--- src/upds_pkg.sv ---
// ----------------------------------------------------------------------------
// upds_pkg
// Shared types and constants for the url percent-decode and splitter block.
// ----------------------------------------------------------------------------
package upds_pkg;

   // characters the parser looks for
   localparam logic [7:0] CharPercent = 8'h25;
   localparam logic [7:0] CharColon   = 8'h3A;
   localparam logic [7:0] CharSlash   = 8'h2F;
   localparam logic [7:0] CharQuest   = 8'h3F;

   // section codes
   localparam logic [2:0] SecProto = 3'd0;
   localparam logic [2:0] SecHost  = 3'd1;
   localparam logic [2:0] SecPort  = 3'd2;
   localparam logic [2:0] SecPath  = 3'd3;
   localparam logic [2:0] SecQuery = 3'd4;

   // status codes
   localparam logic [2:0] StatOk         = 3'd0;
   localparam logic [2:0] StatBadHex     = 3'd1;
   localparam logic [2:0] StatIncomplete = 3'd2;
   localparam logic [2:0] StatNoSep      = 3'd3;
   localparam logic [2:0] StatEmptyProto = 3'd4;
   localparam logic [2:0] StatEmptyPort  = 3'd5;
   localparam logic [2:0] StatEmptyHost  = 3'd6;

   // byte results one input byte can cause at most
   localparam int SlotCount  = 3;
   localparam int SlotWidth  = $clog2(SlotCount + 1);
   localparam int QueueDepth = 4;
   localparam int QueuePtrW  = $clog2(QueueDepth);
   localparam int QueueCntW  = $clog2(QueueDepth + 1);

   typedef enum logic [1:0] {
      ESC_NONE,
      ESC_HIGH,
      ESC_LOW
   } escape_type;

   // work for the back end produced by one input byte
   typedef struct packed {
      logic [SlotCount-1:0][7:0] slot_byte;
      logic [SlotCount-1:0][2:0] slot_sec;
      logic [SlotWidth-1:0]      count;
      logic                      last;
      logic [2:0]                status;
   } packet_type;

endpackage

--- src/upds_front.sv ---
// ----------------------------------------------------------------------------
// upds_front
// Accepts raw bytes, percent-decodes them and splits them into sections.
// ----------------------------------------------------------------------------
module upds_front import upds_pkg::*; (
   input  logic       clock,
   input  logic       reset,
   input  logic       req_push,
   input  logic [7:0] req_in_byte,
   input  logic       req_last_byte,
   input  logic       q_full,
   output logic       pkt_push,
   output packet_type pkt
);

   function automatic logic [4:0] hex_decode(input logic [7:0] c);
      logic [4:0] r;
      r = '0;
      if (c >= 8'h30 && c <= 8'h39) begin
         r = {1'b1, c[3:0]};
      end else if ((c >= 8'h61 && c <= 8'h66) || (c >= 8'h41 && c <= 8'h46)) begin
         r = {1'b1, c[3:0] + 4'd9};
      end
      return r;
   endfunction

   escape_type           esc_ff, esc_in;
   logic [3:0]           hi_ff, hi_in;
   logic [2:0]           sec_ff, sec_in;
   logic [1:0]           match_ff, match_in;
   logic [2:0]           flags_ff, flags_in;
   logic                 port_ff, port_in;
   logic [1:0]           err_ff, err_in;

   logic                 accept;
   logic                 dec_valid;
   logic [7:0]           dec_byte;
   logic [4:0]           hex;
   logic                 do_fresh;
   logic [SlotWidth-1:0] n;
   logic [2:0]           st;

   assign accept = req_push && !q_full;

   always_comb begin
      esc_in    = esc_ff;
      hi_in     = hi_ff;
      sec_in    = sec_ff;
      match_in  = match_ff;
      flags_in  = flags_ff;
      port_in   = port_ff;
      err_in    = err_ff;
      dec_valid = 1'b0;
      dec_byte  = req_in_byte;
      hex       = hex_decode(req_in_byte);
      do_fresh  = 1'b0;
      n         = '0;
      st        = StatOk;
      pkt       = '0;

      // percent decoding
      if (err_ff == 2'd0) begin
         if (esc_ff == ESC_NONE) begin
            if (req_in_byte == CharPercent) begin
               esc_in = ESC_HIGH;
            end else begin
               dec_valid = 1'b1;
            end
         end else if (!hex[4]) begin
            err_in = StatBadHex[1:0];
            esc_in = ESC_NONE;
         end else if (esc_ff == ESC_HIGH) begin
            hi_in  = hex[3:0];
            esc_in = ESC_LOW;
         end else begin
            esc_in    = ESC_NONE;
            dec_valid = 1'b1;
            dec_byte  = {hi_ff, hex[3:0]};
         end
      end

      // section split
      if (dec_valid) begin
         unique case (sec_ff)
            SecProto: begin
               if (match_ff == 2'd0) begin
                  do_fresh = 1'b1;
               end else if (match_ff == 2'd1) begin
                  if (dec_byte == CharSlash) begin
                     match_in = 2'd2;
                  end else begin
                     match_in = 2'd0;
                     pkt.slot_byte[n] = CharColon;
                     pkt.slot_sec[n]  = SecProto;
                     n = n + 1'b1;
                     flags_in[0] = 1'b1;
                     do_fresh = 1'b1;
                  end
               end else begin
                  match_in = 2'd0;
                  if (dec_byte == CharSlash) begin
                     sec_in = SecHost;
                  end else begin
                     pkt.slot_byte[n] = CharColon;
                     pkt.slot_sec[n]  = SecProto;
                     n = n + 1'b1;
                     pkt.slot_byte[n] = CharSlash;
                     pkt.slot_sec[n]  = SecProto;
                     n = n + 1'b1;
                     flags_in[0] = 1'b1;
                     do_fresh = 1'b1;
                  end
               end
            end
            SecHost: begin
               if (dec_byte == CharColon) begin
                  sec_in  = SecPort;
                  port_in = 1'b1;
               end else if (dec_byte == CharSlash) begin
                  sec_in = SecPath;
               end else begin
                  pkt.slot_byte[n] = dec_byte;
                  pkt.slot_sec[n]  = SecHost;
                  n = n + 1'b1;
                  flags_in[1] = 1'b1;
               end
            end
            SecPort: begin
               if (dec_byte == CharSlash) begin
                  sec_in = SecPath;
               end else begin
                  pkt.slot_byte[n] = dec_byte;
                  pkt.slot_sec[n]  = SecPort;
                  n = n + 1'b1;
                  flags_in[2] = 1'b1;
               end
            end
            SecPath: begin
               if (dec_byte == CharQuest) begin
                  sec_in = SecQuery;
               end else begin
                  pkt.slot_byte[n] = dec_byte;
                  pkt.slot_sec[n]  = SecPath;
                  n = n + 1'b1;
               end
            end
            default: begin
               pkt.slot_byte[n] = dec_byte;
               pkt.slot_sec[n]  = SecQuery;
               n = n + 1'b1;
            end
         endcase
      end

      // fresh protocol byte
      if (do_fresh) begin
         if (dec_byte == CharColon) begin
            match_in = 2'd1;
         end else begin
            pkt.slot_byte[n] = dec_byte;
            pkt.slot_sec[n]  = SecProto;
            n = n + 1'b1;
            flags_in[0] = 1'b1;
         end
      end

      // end of url
      if (req_last_byte) begin
         if (err_in == 2'd0 && esc_in != ESC_NONE) begin
            err_in = StatIncomplete[1:0];
         end
         if (err_in != 2'd0) begin
            st = {1'b0, err_in};
         end else if (sec_in == SecProto) begin
            if (match_in >= 2'd1) begin
               pkt.slot_byte[n] = CharColon;
               pkt.slot_sec[n]  = SecProto;
               n = n + 1'b1;
            end
            if (match_in >= 2'd2) begin
               pkt.slot_byte[n] = CharSlash;
               pkt.slot_sec[n]  = SecProto;
               n = n + 1'b1;
            end
            st = StatNoSep;
         end else if (!flags_in[0]) begin
            st = StatEmptyProto;
         end else if (port_in && !flags_in[2]) begin
            st = StatEmptyPort;
         end else if (!flags_in[1]) begin
            st = StatEmptyHost;
         end else begin
            st = StatOk;
         end
         esc_in   = ESC_NONE;
         hi_in    = '0;
         sec_in   = SecProto;
         match_in = '0;
         flags_in = '0;
         port_in  = 1'b0;
         err_in   = '0;
      end

      pkt.count  = n;
      pkt.last   = req_last_byte;
      pkt.status = st;
   end

   assign pkt_push = accept && (n != '0 || req_last_byte);

   always_ff @(posedge clock) begin
      if (reset) begin
         esc_ff   <= ESC_NONE;
         hi_ff    <= '0;
         sec_ff   <= SecProto;
         match_ff <= '0;
         flags_ff <= '0;
         port_ff  <= 1'b0;
         err_ff   <= '0;
      end else if (accept) begin
         esc_ff   <= esc_in;
         hi_ff    <= hi_in;
         sec_ff   <= sec_in;
         match_ff <= match_in;
         flags_ff <= flags_in;
         port_ff  <= port_in;
         err_ff   <= err_in;
      end
   end

endmodule

--- src/upds_queue.sv ---
// ----------------------------------------------------------------------------
// upds_queue
// Short packet queue between the front end and the back end.
// ----------------------------------------------------------------------------
module upds_queue import upds_pkg::*; (
   input  logic       clock,
   input  logic       reset,
   input  logic       push,
   input  packet_type push_data,
   output logic       full,
   input  logic       pop,
   output packet_type pop_data,
   output logic       empty
);

   packet_type           mem_ff [QueueDepth];
   logic [QueuePtrW-1:0] wr_ptr_ff, rd_ptr_ff;
   logic [QueueCntW-1:0] cnt_ff;
   logic                 do_push, do_pop;

   assign full     = (cnt_ff == QueueCntW'(QueueDepth));
   assign empty    = (cnt_ff == '0);
   assign do_push  = push && !full;
   assign do_pop   = pop && !empty;
   assign pop_data = mem_ff[rd_ptr_ff];

   always_ff @(posedge clock) begin
      if (do_push) begin
         mem_ff[wr_ptr_ff] <= push_data;
      end
   end

   always_ff @(posedge clock) begin
      if (reset) begin
         wr_ptr_ff <= '0;
         rd_ptr_ff <= '0;
         cnt_ff    <= '0;
      end else begin
         if (do_push) begin
            wr_ptr_ff <= wr_ptr_ff + 1'b1;
         end
         if (do_pop) begin
            rd_ptr_ff <= rd_ptr_ff + 1'b1;
         end
         if (do_push && !do_pop) begin
            cnt_ff <= cnt_ff + 1'b1;
         end else if (do_pop && !do_push) begin
            cnt_ff <= cnt_ff - 1'b1;
         end
      end
   end

endmodule

--- src/upds_back.sv ---
// ----------------------------------------------------------------------------
// upds_back
// Drains queued packets to the output stage, one result per cycle unless held.
// ----------------------------------------------------------------------------
module upds_back import upds_pkg::*; (
   input  logic       clock,
   input  logic       reset,
   input  packet_type head,
   input  logic       q_empty,
   output logic       q_pop,
   input  logic       rsp_pop,
   output logic       rsp_empty,
   output logic [7:0] rsp_out_byte,
   output logic [2:0] rsp_section,
   output logic       rsp_byte_valid,
   output logic       rsp_end_of_url,
   output logic [2:0] rsp_status
);

   logic [SlotWidth-1:0] ix_ff, ix_in;
   logic                 valid_ff, valid_in;
   logic [7:0]           byte_ff, byte_in;
   logic [2:0]           sec_ff, sec_in;
   logic                 bvalid_ff, bvalid_in;
   logic                 end_ff, end_in;
   logic [2:0]           stat_ff, stat_in;
   logic                 has_byte, done, load;

   assign has_byte = (ix_ff != head.count);
   assign load     = !q_empty && (!valid_ff || rsp_pop);

   always_comb begin
      done      = 1'b1;
      byte_in   = byte_ff;
      sec_in    = sec_ff;
      bvalid_in = bvalid_ff;
      end_in    = end_ff;
      stat_in   = stat_ff;
      ix_in     = ix_ff;
      valid_in  = valid_ff;
      q_pop     = 1'b0;
      if (has_byte) begin
         done = ((ix_ff + 1'b1) == head.count) && !head.last;
      end
      if (load) begin
         if (has_byte) begin
            byte_in   = head.slot_byte[ix_ff];
            sec_in    = head.slot_sec[ix_ff];
            bvalid_in = 1'b1;
            end_in    = 1'b0;
            stat_in   = StatOk;
         end else begin
            byte_in   = '0;
            sec_in    = SecProto;
            bvalid_in = 1'b0;
            end_in    = 1'b1;
            stat_in   = head.status;
         end
         valid_in = 1'b1;
         if (done) begin
            q_pop = 1'b1;
            ix_in = '0;
         end else begin
            ix_in = ix_ff + 1'b1;
         end
      end else if (rsp_pop) begin
         valid_in = 1'b0;
      end
   end

   always_ff @(posedge clock) begin
      if (reset) begin
         ix_ff    <= '0;
         valid_ff <= 1'b0;
      end else begin
         ix_ff    <= ix_in;
         valid_ff <= valid_in;
      end
   end

   always_ff @(posedge clock) begin
      byte_ff   <= byte_in;
      sec_ff    <= sec_in;
      bvalid_ff <= bvalid_in;
      end_ff    <= end_in;
      stat_ff   <= stat_in;
   end

   assign rsp_empty      = !valid_ff;
   assign rsp_out_byte   = byte_ff;
   assign rsp_section    = sec_ff;
   assign rsp_byte_valid = bvalid_ff;
   assign rsp_end_of_url = end_ff;
   assign rsp_status     = stat_ff;

endmodule

--- src/url_percent_decode_splitter.sv ---
// ----------------------------------------------------------------------------
// url_percent_decode_splitter
// Percent-decodes a URL byte stream and tags each byte with its section.
// ----------------------------------------------------------------------------
// Input channel: push a raw byte on req_in_byte with req_last_byte marking
// the final byte of a URL; a transaction completes when req_push is high and
// req_full is low. One byte is taken every cycle while req_full stays low.
// Result channel: while rsp_empty is low the oldest result is on the rsp_
// ports; rsp_pop takes it. Each input byte yields zero to three byte results
// and the final byte adds one result with rsp_end_of_url high and the status.
// A byte's results pass from the front end through the four-entry packet queue
// and the output register of the back end to the rsp_ ports. One input byte is
// taken per cycle while req_full is low, and one result is sent per cycle while
// the receiver pops; bytes that release held separator characters add results.
// When the receiver stalls, the output register holds its result, the queue
// fills and req_full rises; no transaction is lost or repeated.
// Reset clears the parser state, the queue and the output stage; the block
// takes bytes in the first cycle after reset.
// ----------------------------------------------------------------------------
module url_percent_decode_splitter import upds_pkg::*; (
   input  logic       clock,
   input  logic       reset,
   input  logic       req_push,
   output logic       req_full,
   input  logic [7:0] req_in_byte,
   input  logic       req_last_byte,
   output logic       rsp_empty,
   input  logic       rsp_pop,
   output logic [7:0] rsp_out_byte,
   output logic [2:0] rsp_section,
   output logic       rsp_byte_valid,
   output logic       rsp_end_of_url,
   output logic [2:0] rsp_status
);

   packet_type pkt, head;
   logic       pkt_push, q_full, q_empty, q_pop;

   assign req_full = q_full;

   upds_front u_front (
      .clock         (clock),
      .reset         (reset),
      .req_push      (req_push),
      .req_in_byte   (req_in_byte),
      .req_last_byte (req_last_byte),
      .q_full        (q_full),
      .pkt_push      (pkt_push),
      .pkt           (pkt)
   );

   upds_queue u_queue (
      .clock     (clock),
      .reset     (reset),
      .push      (pkt_push),
      .push_data (pkt),
      .full      (q_full),
      .pop       (q_pop),
      .pop_data  (head),
      .empty     (q_empty)
   );

   upds_back u_back (
      .clock          (clock),
      .reset          (reset),
      .head           (head),
      .q_empty        (q_empty),
      .q_pop          (q_pop),
      .rsp_pop        (rsp_pop),
      .rsp_empty      (rsp_empty),
      .rsp_out_byte   (rsp_out_byte),
      .rsp_section    (rsp_section),
      .rsp_byte_valid (rsp_byte_valid),
      .rsp_end_of_url (rsp_end_of_url),
      .rsp_status     (rsp_status)
   );

endmodule

--- config.mk ---
export PLATFORM = sky130hd
export DESIGN_NAME = url_percent_decode_splitter
export DESIGN_NICKNAME = d
export VERILOG_FILES = /design/src/upds_pkg.sv /design/src/upds_front.sv /design/src/upds_queue.sv /design/src/upds_back.sv /design/src/url_percent_decode_splitter.sv
export SDC_FILE = /design/constraint.sdc
export NUM_CORES = 1
export LEC_CHECK = 0
export BUFFER_PORTS_ARGS = -buffer_cell sky130_fd_sc_hd__buf_2
export CORE_MARGIN = 2
export CORE_UTILIZATION = 30
export DETAILED_ROUTE_END_ITERATION = 8
export GPL_TIMING_DRIVEN = 0
export SLEW_MARGIN = 0
export SYNTH_ARGS = -nofsm -noshare
export SYNTH_HDL_FRONTEND = slang
export SYNTH_SLANG_ARGS = --single-unit
--- constraint.sdc ---
create_clock -name clock -period 12.25 [get_ports clock]
set_input_delay 1.8375 -clock clock [delete_from_list [all_inputs] [get_ports clock]]
set_output_delay 1.8375 -clock clock [all_outputs]
set_load 0.05 [all_outputs]
# Word-level counts from Yosys, hierarchy flattened
# Memory sizes are Yosys's and may differ from the RTL's. A register that Yosys moved wholly into a read port is not among the register bits.
# Index checks and enable logic that the tools add are counted.
[word_totals]
reg_bits = 43
ramBits = 156
input_bits = 13
out_inout_bits = 18
elab_cells = 256
mem_count = 1
[mem_list]
columns = ["memory", "depth", "word_bits", "read_ports", "rd_clocked_by_memory_dff", "wr", "line", "rtl"]
rows = [
  ["u_queue.mem_ff", 4, 39, 1, 1, 1, "upds_queue.sv:16", "packet_type mem_ff [QueueDepth];"],
]
[op_classes]
n_addsub = 9
order_cmp = 15
n_eq_ne = 13
mux = 147
n_bitwise = 12
reduce_logical = 42
[ops]
columns = ["operator", "count"]
rows = [
  ["33-bit 2-to-1 mux", 10],
  ["8-bit 2-to-1 mux", 13],
  ["2-bit 2-to-1 mux", 39],
  ["3-bit 2-to-1 mux", 24],
  ["8-bit demux with 2-bit select", 3],
  ["1-bit 2-to-1 mux", 36],
  ["9-bit NOT", 4],
  ["8-bit by 6-bit equality test with 1-bit output (second input constant)", 4],
  ["16-bit 2-to-1 mux", 2],
  ["8-bit case mux with 4 select lines", 1],
  ["9-bit AND", 3],
  ["24-bit bitwise mux", 1],
  ["3-bit case mux with 4 select lines", 2],
  ["4-bit 2-to-1 mux", 5],
  ["3-bit demux with 2-bit select", 3],
  ["8-bit binary-select mux with 2-bit select", 1],
  ["8-bit by 7-bit >= comparator with 1-bit output (second input constant)", 2],
  ["8-bit by 7-bit <= comparator with 1-bit output (second input constant)", 2],
  ["1-bit logical AND", 16],
  ["2-bit nonzero test", 8],
  ["15-bit OR", 1],
  ["14-bit 2-to-1 mux", 1],
  ["2-bit by 1-bit adder with 2-bit output (second input constant)", 6],
  ["12-bit AND", 1],
  ["other kinds (27)", 50],
]

# Longest topological paths before layout
[depth]
ltp_word = 36
mapped_depth = 25
ltp_nobuf = 23

# Modules after synthesis
# Synthesis repeated with hierarchy kept, for this count alone.
[hier_totals]
cells_unflattened = 685
hier_area_um2 = 9507.9
[by_module_without_submodules]
columns = ["module", "instances", "cells_each", "area_each_um2", "seq_area_each_um2"]
rows = [
  ["upds_queue", 1, 251, 6080.8, 4864.7],
  ["upds_front", 1, 336, 2402.3, 340.3],
  ["upds_back", 1, 98, 1024.7, 540.5],
]

# Least setup slack after synthesis
# OpenSTA, ideal clock, no wires.
[synth_timing]
kind = "input-to-reg"
startpoint = "input port req_in_byte[0]"
endpoint = "memory u_queue.mem_ff[0][18] in the netlist's numbering (data pin)"
setup_ps = 295
arrival_ps = 6043
t_required_ps = 11955
slack_ps = 5912
stages = 24
n_path_buf = 1
cell_sequence = "buf_2 -> inv_1 -> ha_1 -> nor3b_1 -> and4bb_2 -> nand3_1 -> or3_1 -> and2_2 -> a211oi_2 -> nand2b_1 -> nand2_1 -> nor2_1 -> ha_1 -> a32o_1 -> nand2_1 -> inv_1 -> ha_1 -> nor2_1 -> a21oi_1 -> ha_1 -> nand2_1 -> o21a_1 -> o21a_1 -> o21ai_0"
[synth_lines]
columns = ["item", "line", "rtl"]
rows = [
  ["start, declared", "url_percent_decode_splitter.sv:25", "input logic [7:0] req_in_byte,"],
  ["end, declared", "upds_queue.sv:16", ""],
]

==> impl_metrics.ini <==
[clocking]
cts_made_buffers = 17
root_buffer = clkbuf_16
ctsHtreeMaxLevel = 4
hold_buffers = 0
max-clock-path-buffers = 2
cts_tree = done
post-cts-setup-buffer-count = 0
clk_pin_slew_ns = 0.07
clk_latency_ns = 0.43
clock-sinks = 177
cts_resized = 0

[placement]
dp_hpwl_mm = 13.1
io_buffer_count = 27
gp_congestion = 0.818
place_inst = 1062

[power]
p_seq_share_pct = 43.6
leakagePower_uw = 0.00338
combPwrFrac_pct = 27.7
p_switching_uw = 571
p_int_uw = 1210
cellPowerDensity_nw_per_um2 = 183
swShare_pct = 32.0
vdd_drop_max_v = 0.0000956
share_clk_of_total_power_pct = 28.8

[sta]
worstMarginPinSlew_ns = 1.06
hold_viol_final = 0
worst_clock_skew_ns = 0.00885
fin_crit_sh_pct = 56.6
rsz0062_at_grt = false
fmax_ghz = 0.144
fin_crit_ns = 6.93
setup_viol = 0
slew_headroom_pct = 29.4
final-max-slew-violation-count = 0
setup_tns_ns = 0

[die]
start_util_pct = 30.6
rows = 61
die_area_sq_um = 29800
core_sq_um = 27900
die_h_microns = 173
io_pins = 31
fp.dieW_microns = 173

[layout]
antenna_cells = 0
layout-drive-gt1-share_pct = 17.9
finalCoreUtilization_pct = 35.0
final_cells = 1094
syn_to_final_growth_pct = 14.6
nNetsFinal = 735

[worst_setup_path]
reg2reg_slack_ns = 6.89
slowest_stage = or3_1
critPathMaxFanout = 10
path_class = input pin to register
worstPathRequired_ns = 12.35
end_kind = register
crit_path_frequent_cell = ha_1
startpoint_type = input pin
cpPeakStageDelay_ns = 0.44
crit_arrival_ns = 7.03

[synth]
synth_cell_types = 75
ys.warnings.count = 0
ys.flop_type = edfxtp_1
synth-async-reset-ratio_pct = 0
synth_area_leaders = edfxtp_1 (52%), mux4_2 (8.7%), dfxtp_1 (6.8%), ha_1 (2.6%), nor2_1 (2.6%)
synthTopCellsByCount = edfxtp_1 (148), nor2_1 (60), nand2_1 (40), a21oi_1 (39), mux4_2 (33)
synth_edf_count = 148
netlist.area_leader.share_pct = 52.2
avgSynthCellArea_sq_um = 13.0
netlist_instances = 653
ys_seq_elements = 177
post-synth-top-count-cell = edfxtp_1
yosysSeqAreaShare_pct = 59.0
netlist_area_sq_um = 8520
synth_nets = 685
synth_area_leader_cell = edfxtp_1

[global_routing]
overflow = 0
grt_usage_pct = 13.0
antenna_found_initial = 0
grt_max_degree = 34
first_global_vias = 5358
grt_pass1_wl_mm = 30.2

[routing]
drtAntennaViolNets = 0
post-route-drc-count = 0
routed_wl_mm = 19.0
avgRoutedWirePerCell_microns = 17.4
first_pass_iters = 5
viasPerCell = 5.10
drtIter0Drc = 413
vias = 5576

[run]
drv_cap = 0

[outcome]
status = completed

[hold_path]
min_path_type = register to register
-- area by class of cell --
class,count,area (sq um)
clock buffers,21,440
fillers,2713,18100
inverters,27,101
plain buffers,31,149
repair buffers,31,210
clock inverters,11,109
multi-input cells,418,3250
well taps,378,473
flip-flops and latches,177,5020
-- state kept, by name, indices dropped and copies added, names as in the netlist, named ones only --
name / flops
u_back.ix_ff: 2
u_back.rsp_byte_valid: 1
u_back.rsp_end_of_url: 1
u_back.rsp_out_byte: 8
u_back.rsp_section: 3
u_back.rsp_status: 3
u_back.valid_ff: 1
u_front.err_ff: 2
u_front.esc_ff: 2
u_front.flags_ff: 3
u_front.hi_ff: 4
u_front.match_ff: 2
u_front.port_ff: 1
u_front.sec_ff: 3
u_queue.cnt_ff: 3
u_queue.mem_ff: 132
u_queue.rd_ptr_ff: 2
u_queue.wr_ptr_ff: 2
-- stage by stage --
step                      setup slack (ns)  hold WS [ns]  cell area (sq um)  power, uW
after global routing                  4.85         0.508               9760       1870
after detailed placement              4.98         0.472               9210       1290
after floorplan                       5.91         0.441               8520       1160
after CTS                             5.43         0.488               9760       1800
final                                 5.32         0.484               9760       1790
after global placement                4.74         0.462               9130       1270
-- critical path: cells and delay by family --
kind | cells | cell delay, ns
adder cells (fa/ha/maj) | 4 | 1.01
AO/OA/AOI/OAI | 10 | 2.04
AND/OR/NAND/NOR | 7 | 1.47
buffers and inverters | 5 | 0.68
-- cells by family (layout without fill, tap and decap cells) --
kind of cell	Yosys count	after routing	share of synthesized area, %
buffers and inverters	58	121	2.94
AND/OR/NAND/NOR	196	196	11.8
flip-flops	177	177	59.0
multiplexers	50	50	10.8
AO/OA/AOI/OAI	143	143	11.6
XOR/XNOR	10	10	1.03
adder cells (fa/ha/maj)	19	19	2.88
-- routing by layer --
layer	part of all wire, %	up-vias	track usage (%)
li1	-	2583	-
met1	47	2796	18.0
met2	47	182	20.8
met3	5.3	15	2.65
met4	0.99	0	3.60
met5	0	-	0
-- cell usage in the layout (no fill, tap or decap), types with 20 or more instances in the layout --
cell type and instances:
mux4_2 33, inv_1 27, clkbuf_1 20, a21oi_1 38, dfxtp_1 29, o21ai_0 24, nand2_1 40, edfxtp_1 148
buf_2 32, nor2_1 60
-- path summary, 6_finish.rpt --
path,cells after the start,startpoint,endpoint
setup / recovery,26,req_in_byte[0],u_queue.mem_ff[2][20]
hold / removal,2,u_back.valid_ff,u_back.valid_ff
setup reg to reg,21,u_front.esc_ff[1],u_queue.mem_ff[2][20]
hold reg to reg,2,u_back.valid_ff,u_back.valid_ff
-- power groups by stage --
stage	Combinational, uW	Sequential [uW]	Clock (uW)
after floorplan	272	886	0
after global placement	477	793	0
after detailed placement	499	791	0
after CTS	501	778	523
after global routing	534	786	546
final	494	778	513
Power figures use the tool's default switching activity.
